--- src/rtl/bba_pkg.sv ---
package bba_pkg;

  // Field widths of the item ports
  localparam int unsigned ADDR_W   = 32;
  localparam int unsigned OP_W     = 2;
  localparam int unsigned REQ_W    = 21;
  localparam int unsigned BYTES_W  = 21;
  localparam int unsigned STATUS_W = 2;

  // Heap geometry
  localparam int unsigned HEAP_BLOCKS = 256;
  localparam int unsigned BLOCK_BYTES = 4096;
  localparam int unsigned BYTE_SHIFT  = $clog2(BLOCK_BYTES);
  localparam int unsigned BLK_W       = $clog2(HEAP_BLOCKS);
  localparam int unsigned CNT_W       = $clog2(HEAP_BLOCKS + 1);

  // Cell chain: each cell owns CELL_BLOCKS consecutive blocks
  localparam int unsigned CELL_BLOCKS = 8;
  localparam int unsigned LANE_W      = $clog2(CELL_BLOCKS);
  localparam int unsigned NUM_CELLS   = HEAP_BLOCKS / CELL_BLOCKS;
  localparam int unsigned CELL_W      = BLK_W - LANE_W;

  // Address arithmetic is done one bit wider so that range checks do not wrap
  localparam int unsigned XW = ADDR_W + 1;
  localparam logic [XW-1:0] SPAN_X = XW'(HEAP_BLOCKS * BLOCK_BYTES);

  typedef enum logic [OP_W-1:0] {
    OP_ALLOC = 2'd0,
    OP_FREE  = 2'd1,
    OP_QUERY = 2'd2
  } op_t;

  typedef enum logic [STATUS_W-1:0] {
    ST_OK      = 2'd0,
    ST_FAIL    = 2'd1,
    ST_IGNORED = 2'd2
  } status_t;

  // Token that walks the cell chain, one cell per cycle
  typedef struct packed {
    logic             vld;
    logic             alloc;     // search for a free run
    logic [CNT_W-1:0] need;      // run length wanted
    logic [CNT_W-1:0] run;       // free blocks seen in a row so far
    logic             found;
    logic [BLK_W-1:0] start;     // first block of the run found
    logic             clr;       // release the run at blk
    logic [BLK_W-1:0] blk;
    logic             clearing;  // inside the run being released
    logic             head_ok;   // blk was a live run start
    logic [CNT_W-1:0] cleared;   // blocks released
  } tok_t;

  // Marking of a granted run, broadcast to all cells
  typedef struct packed {
    logic             en;
    logic [BLK_W-1:0] first;
    logic [BLK_W-1:0] last;
  } commit_t;

endpackage

--- src/rtl/bba_cell.sv ---
module bba_cell (
  input  logic                          clk,
  input  logic                          rst,
  input  logic [bba_pkg::CELL_W-1:0]    idx,
  input  bba_pkg::tok_t                 tok_in,
  input  bba_pkg::commit_t              commit,
  output bba_pkg::tok_t                 tok_out
);
  import bba_pkg::*;

  logic [CELL_BLOCKS-1:0] used;
  logic [CELL_BLOCKS-1:0] head;
  logic [CELL_BLOCKS-1:0] used_next;
  logic [CELL_BLOCKS-1:0] head_next;
  tok_t                   t;
  logic [BLK_W-1:0]       b;
  logic [CNT_W-1:0]       st_w;

  // Work the token over this cell's blocks, lowest first
  always_comb begin
    t         = tok_in;
    used_next = used;
    head_next = head;
    b         = '0;
    st_w      = '0;
    for (int j = 0; j < CELL_BLOCKS; j++) begin
      b = {idx, LANE_W'(j)};

      // first fit: count free blocks in a row until the run is long enough
      if (t.vld && t.alloc && !t.found) begin
        if (used[j]) begin
          t.run = '0;
        end else begin
          t.run = t.run + 1'b1;
        end
        if (t.run == t.need) begin
          st_w    = CNT_W'(b) + 1'b1 - t.need;
          t.found = 1'b1;
          t.start = st_w[BLK_W-1:0];
        end
      end

      // release: start at a live run head, go on over used non-head blocks
      if (t.vld && t.clr) begin
        if (b == t.blk) begin
          t.clearing = used[j] && head[j];
          t.head_ok  = t.clearing;
        end else if (t.clearing && (!used[j] || head[j])) begin
          t.clearing = 1'b0;
        end
        if (t.clearing) begin
          used_next[j] = 1'b0;
          head_next[j] = 1'b0;
          t.cleared    = t.cleared + 1'b1;
        end
      end

      // mark a granted run
      if (commit.en) begin
        if (b >= commit.first && b <= commit.last) begin
          used_next[j] = 1'b1;
        end
        if (b == commit.first) begin
          head_next[j] = 1'b1;
        end
      end
    end
  end

  // Hold block state, hand the token on
  always_ff @(posedge clk) begin
    if (rst) begin
      used        <= '0;
      head        <= '0;
      tok_out.vld <= 1'b0;
    end else begin
      used    <= used_next;
      head    <= head_next;
      tok_out <= t;
    end
  end

endmodule

--- config.mk ---
export PLATFORM = sky130hd
export DESIGN_NAME = bba_cell
export DESIGN_NICKNAME = d
export VERILOG_FILES = /design/src/rtl/bba_pkg.sv /design/src/rtl/bba_cell.sv
export SDC_FILE = /design/constraint.sdc
export NUM_CORES = 1
export LEC_CHECK = 0
export BUFFER_PORTS_ARGS = -buffer_cell sky130_fd_sc_hd__buf_2
export CAP_MARGIN = 40
export CORE_UTILIZATION = 50
export DETAILED_ROUTE_END_ITERATION = 10
export PLACE_DENSITY = 0.69
export SLEW_MARGIN = 40
export SYNTH_ARGS = -nofsm -noshare
export SYNTH_HDL_FRONTEND = slang
export SYNTH_SLANG_ARGS = --single-unit
--- constraint.sdc ---
create_clock -name clk -period 15.08 [get_ports clk]
set_clock_uncertainty 0.15 [all_clocks]
set_input_delay 0.754 -clock clk [delete_from_list [all_inputs] [get_ports clk]]
set_output_delay 0.754 -clock clk [all_outputs]
set_load 0.005 [all_outputs]
* Word level (Yosys, flattened, before mapping) *
Index checks and enable logic that the tools add are counted.

storage, ports and cells
  bits in registers = 65
  logic and storage cells = 287
  output and inout port bits = 49

operators by class
  mux-type cells = 144
  equal/unequal tests = 24
  add/subtract/negate cells = 32
  magnitude comparators = 16
  reductions and logical operators = 58

operators with widths
  operator                                     count
  two-way mux 9 bit                            32
  adder 9 x 1 -> 9 bit, second input constant  16
  two-way mux 18 bit                           8
  == test 8 bit                                16
  two-way mux 1 bit                            96
  two-way mux 11 bit                           8
  == test 9 bit                                8
  adder 8 x 1 -> 8 bit, second input constant  8
  greater-or-equal comparator 8 bit            8
  less-or-equal comparator 8 bit               8
  subtractor 8 bit                             8
  logical AND 1 bit                            34
  zero test 1 bit                              16
  logical OR 1 bit                             8

* Depth between registers and ports, before layout *
  depth after elaboration = 52
  gate-level depth with buffers = 51
  depth with buffers taken out = 44

* Least setup slack after synthesis *
Ideal clock, no wire load.

  path type = input -> register
  start = in tok_in[29] in the netlist's numbering
  end = reg tok_out[26] in the netlist's numbering, data pin
  slack = 3.976 ns
  stages = 48
  setup time = 0.265 ns
  arrival time = 10.689 ns
  required time = 14.665 ns
  path through = ha_1 -> nand2b_1 -> xnor2_1 -> or4b_4 -> nor3_2 -> o2111ai_2 -> buf_6 -> a21oi_1 -> a21o_1 -> ha_1 -> inv_1 -> a221oi_4 -> and4_1 -> o21ai_1 -> xnor2_1 -> nor3_1 -> buf_2 -> a21oi_1 -> [12 not listed] -> buf_2 -> a21oi_1 -> o21bai_1 -> ha_1 -> o2111ai_1 -> a22oi_1 -> a311o_1 -> o311ai_1 -> a31oi_1 -> clkbuf_1 -> nor4b_1 -> o31ai_1 -> mux2i_1 -> nor3_1 -> or4_1 -> buf_4 -> mux2i_1 -> or3_1

RTL lines
  what                  RTL line        source
  from (decl)           bba_cell.sv:5   input bba_pkg::tok_t tok_in,
  to (signal assigned)  bba_cell.sv:79  tok_out <= t;
  to (decl)             bba_cell.sv:7   output bba_pkg::tok_t tok_out

==> metrics.md <==
| Metric | Value |
|---|---|
| Status | `completed` |
| Slowest stage delay, CP | `0.77 ns` |
| I/O pin count | `122` |
| Levels on crit path | `44` |
| Fin crit share | `90.0%` |
| Post-synth top area cell | `edfxtp_1` |
| Die Footprint | `0.0255 mm2` |
| Initial DRC count | `1482` |
| Port Buffers | `121` |
| GPL Wtd Cong | `0.980` |
| Setup Buffers After CTS | `0` |
| CP endpoint kind | `flop` |
| Rows | `57` |
| Maximum fanout along the worst path | `19` |
| Peak supply drop | `48.7 uV` |
| Mapped Cells | `1717` |
| DRT Pass-1 Iters | `7` |
| Clock sink total | `65` |
| Crit path DAT | `13.51 ns` |
| Antenna cells | `0` |
| WP data required | `15.02 ns` |
| EDFF count, synth | `48` |
| Largest cells by area after synthesis | `edfxtp_1, xnor2_1, nand2_1` |
| Hold WC Path Type | `reg2reg` |
| Die W | `160 um` |
| Mapped Area | `0.0124 mm2` |
| CTS max path bufs | `2` |
| Pwr per Cell Area | `70.7 mW/mm2` |
| Hold Crit Start | `head[6]` |
| Overflow after GRT | `0` |
| DR WL/cell | `20.8 um` |
| CTS H-tree depth | `3` |
| Vias per cell | `6.70` |
| Core area | `0.0243 mm2` |
| Mean post-synth cell area | `7.23 um2` |
| Synth Warn # | `0` |
| Reg2reg start | `used[0]` |
| Commonest cells after routing, fill and taps aside | `nand2_1, nor2_1, buf_2` |
| Maxcap violations | `0` |
| Worst-path clk slew | `0.06 ns` |
| TritonCTS Buffers | `9` |
| Wirelength, routed | `43.7 mm` |
| Mapped Nets | `1839` |
| Clock Latency Late Sink | `0.35 ns` |
| Final Net Count | `1898` |
| Final setup viols | `0` |
| Post-cts hold buffer count | `0` |
| Root buf cell | `clkbuf_16` |
| FF-to-FF path depth | `42` |
| Fraction of layout cells with a size suffix above 1 | `14.7%` |
| CP Launch Point | `tok_in[29]` |
| Sequential area share after synthesis | `14.3%` |
| Synth Flop Type | `edfxtp_1` |
| Tightest Pin Transition | `0.919 ns` |
| TritonCTS clock tree | `yes` |
| Initial core utilization | `51.1%` |
| Asr flop ratio synth | `0%` |
| Detail Placement HPWL | `32.9 mm` |
| Unrepaired setup endpoints after global routing | `no` |
| Fillers | `2372` |
| Post-synth cell types | `121` |
| Antenna violations before repair | `0` |
| Gr usage total | `33.6%` |
| FF/Latch Area | `0.00178 mm2` |
| Pins Over Slew Limit | `0` |
| Setup crit start kind | `input port` |
| Hold path cells | `2` |
| Commonest non-fill, non-tap cell in the layout | `nand2_1` |
| Final min period | `13.57 ns` |
| Multi-input logic area | `0.00997 mm2` |
| Aggregate negative setup slack | `0 ns` |
| PostCTS Resize Cnt | `0` |
| P&R area growth vs syn | `8.71%` |
| Static leakage | `4.97 nW` |
| Vias | `14100` |
| Yosys top cell area share | `11.6%` |
| Largest net degree at the start of global routing | `49` |
| Hold Vio Cnt, Final | `0` |
| Slowest cell on the critical path | `or4_1` |
| Die Height | `160 um` |
| DRC errors left | `0` |
| Fmax | `73.7 MHz` |
| Vias in the first global route | `12800` |
| Worst slew margin | `38.0%` |
| Placed Instances | `2089` |
| Antenna viol nets, final | `0` |
| First-pass GRT wire length | `69.6 mm` |
| Setup CP Type | `in2reg` |
| Final std cells w/o fill | `2105` |
| CP top delay family | `compound AO/OA/AOI/OAI gates` |
| CP bufs+invs | `3` |
| #FFs+latches synth | `65` |
[Yosys cell counts (all sizes together), types with 8 or more instances]
cell type and instances:
inv 57, nor3 70, a31oi 24, nand2 188, xor2 33, and3 21
edfxtp 48, clkbuf 61, dfxtp 17, o21a 11, ha 45, a22oi 13
and2 24, mux2 22, a211o 13, a211oi 19, a21o 20, nor3b 9
a21boi 10, xnor2 87, or2 16, nand4 44, and4 23, a32oi 12
o211ai 39, a21oi 116, or3 23, nor2b 13, or4 17, o2111ai 15
nor4b 8, nand2b 9, nand3 60, nor4 27, a311o 8, a2111oi 10
buf 36, mux2i 31, nor2 157, o21ai 116, o22ai 16
[report_power, final]
part / internal (mW) / switching, mW / total [mW] / leakage, nW
clock: 0.138 / 0.0959 / 0.234 / 0.153
sequential: 0.206 / 0.00536 / 0.211 / 0.592
combinational: 0.184 / 0.324 / 0.509 / 4.22
total: 0.528 / 0.426 / 0.954 / 4.97
[final cells by class]
type	count	area share, %
clock buffer	11	1.87
clock inverter	5	0.445
inverter	63	1.77
multi-input combinational	1492	73.9
sequential	65	13.2
tap	324	3.00
timing repair buffer	145	5.82
[per-layer routing]
metal,vias to the layer above,GRT usage (%),wire (um)
li1,6688,-,-
met1,6576,46.0,19100
met2,724,52.7,19100
met3,112,3.80,3450
met4,0,15.5,1960
met5,-,0,0
[per-stage QoR]
step / setup WS (ns) / power (mW) / area [um2] / hold slack [ns] / util, %
floorplan: 3.98 / 0.580 / 12400 / 0.308 / -
global placement: 1.67 / 0.701 / 13200 / 0.339 / 54.1
detailed placement: 1.42 / 0.706 / 13200 / 0.339 / 54.1
CTS: 1.76 / 0.942 / 13500 / 0.353 / 55.4
global route: 0.515 / 1.01 / 13500 / 0.412 / 55.5
finish: 1.51 / 0.954 / 13500 / 0.356 / 55.5
[worst paths after layout]
check	endpoint	slack, ns
hold / removal	head[6]	0.36
setup / recovery	tok_out[26]	1.51
hold reg to reg	head[6]	0.36
setup reg to reg	tok_out[26]	1.73
[sequential cells by signal, summed over array words and instances (netlist names)]
| signal | count |
|---|---|
| used | 8 |
| tok_out | 49 |
| head | 8 |
[cell families after synthesis]
group / after synthesis / synth area share, %
AOI/OAI and AO/OA: 536 / 30.8
xor gates and xnor gates: 121 / 8.71
adders and majority gates: 49 / 5.18
buffers and inverters: 160 / 5.55
DFF: 65 / 14.3
muxes: 53 / 4.58
and+or+nand+nor: 733 / 30.8
[worst reg2reg max path: cells and delay by family (launching register included)]
kind | cells | cell delay [ns]
flip-flops | 1 | 0.67
AND/OR/NAND/NOR | 18 | 5.48
AO/OA/AOI/OAI | 15 | 4.74
XOR/XNOR | 3 | 0.42
multiplexers | 1 | 0.21
buffers and inverters | 2 | 0.42
adder cells (fa/ha/maj) | 3 | 0.95
Power figures use the tool's default switching activity.
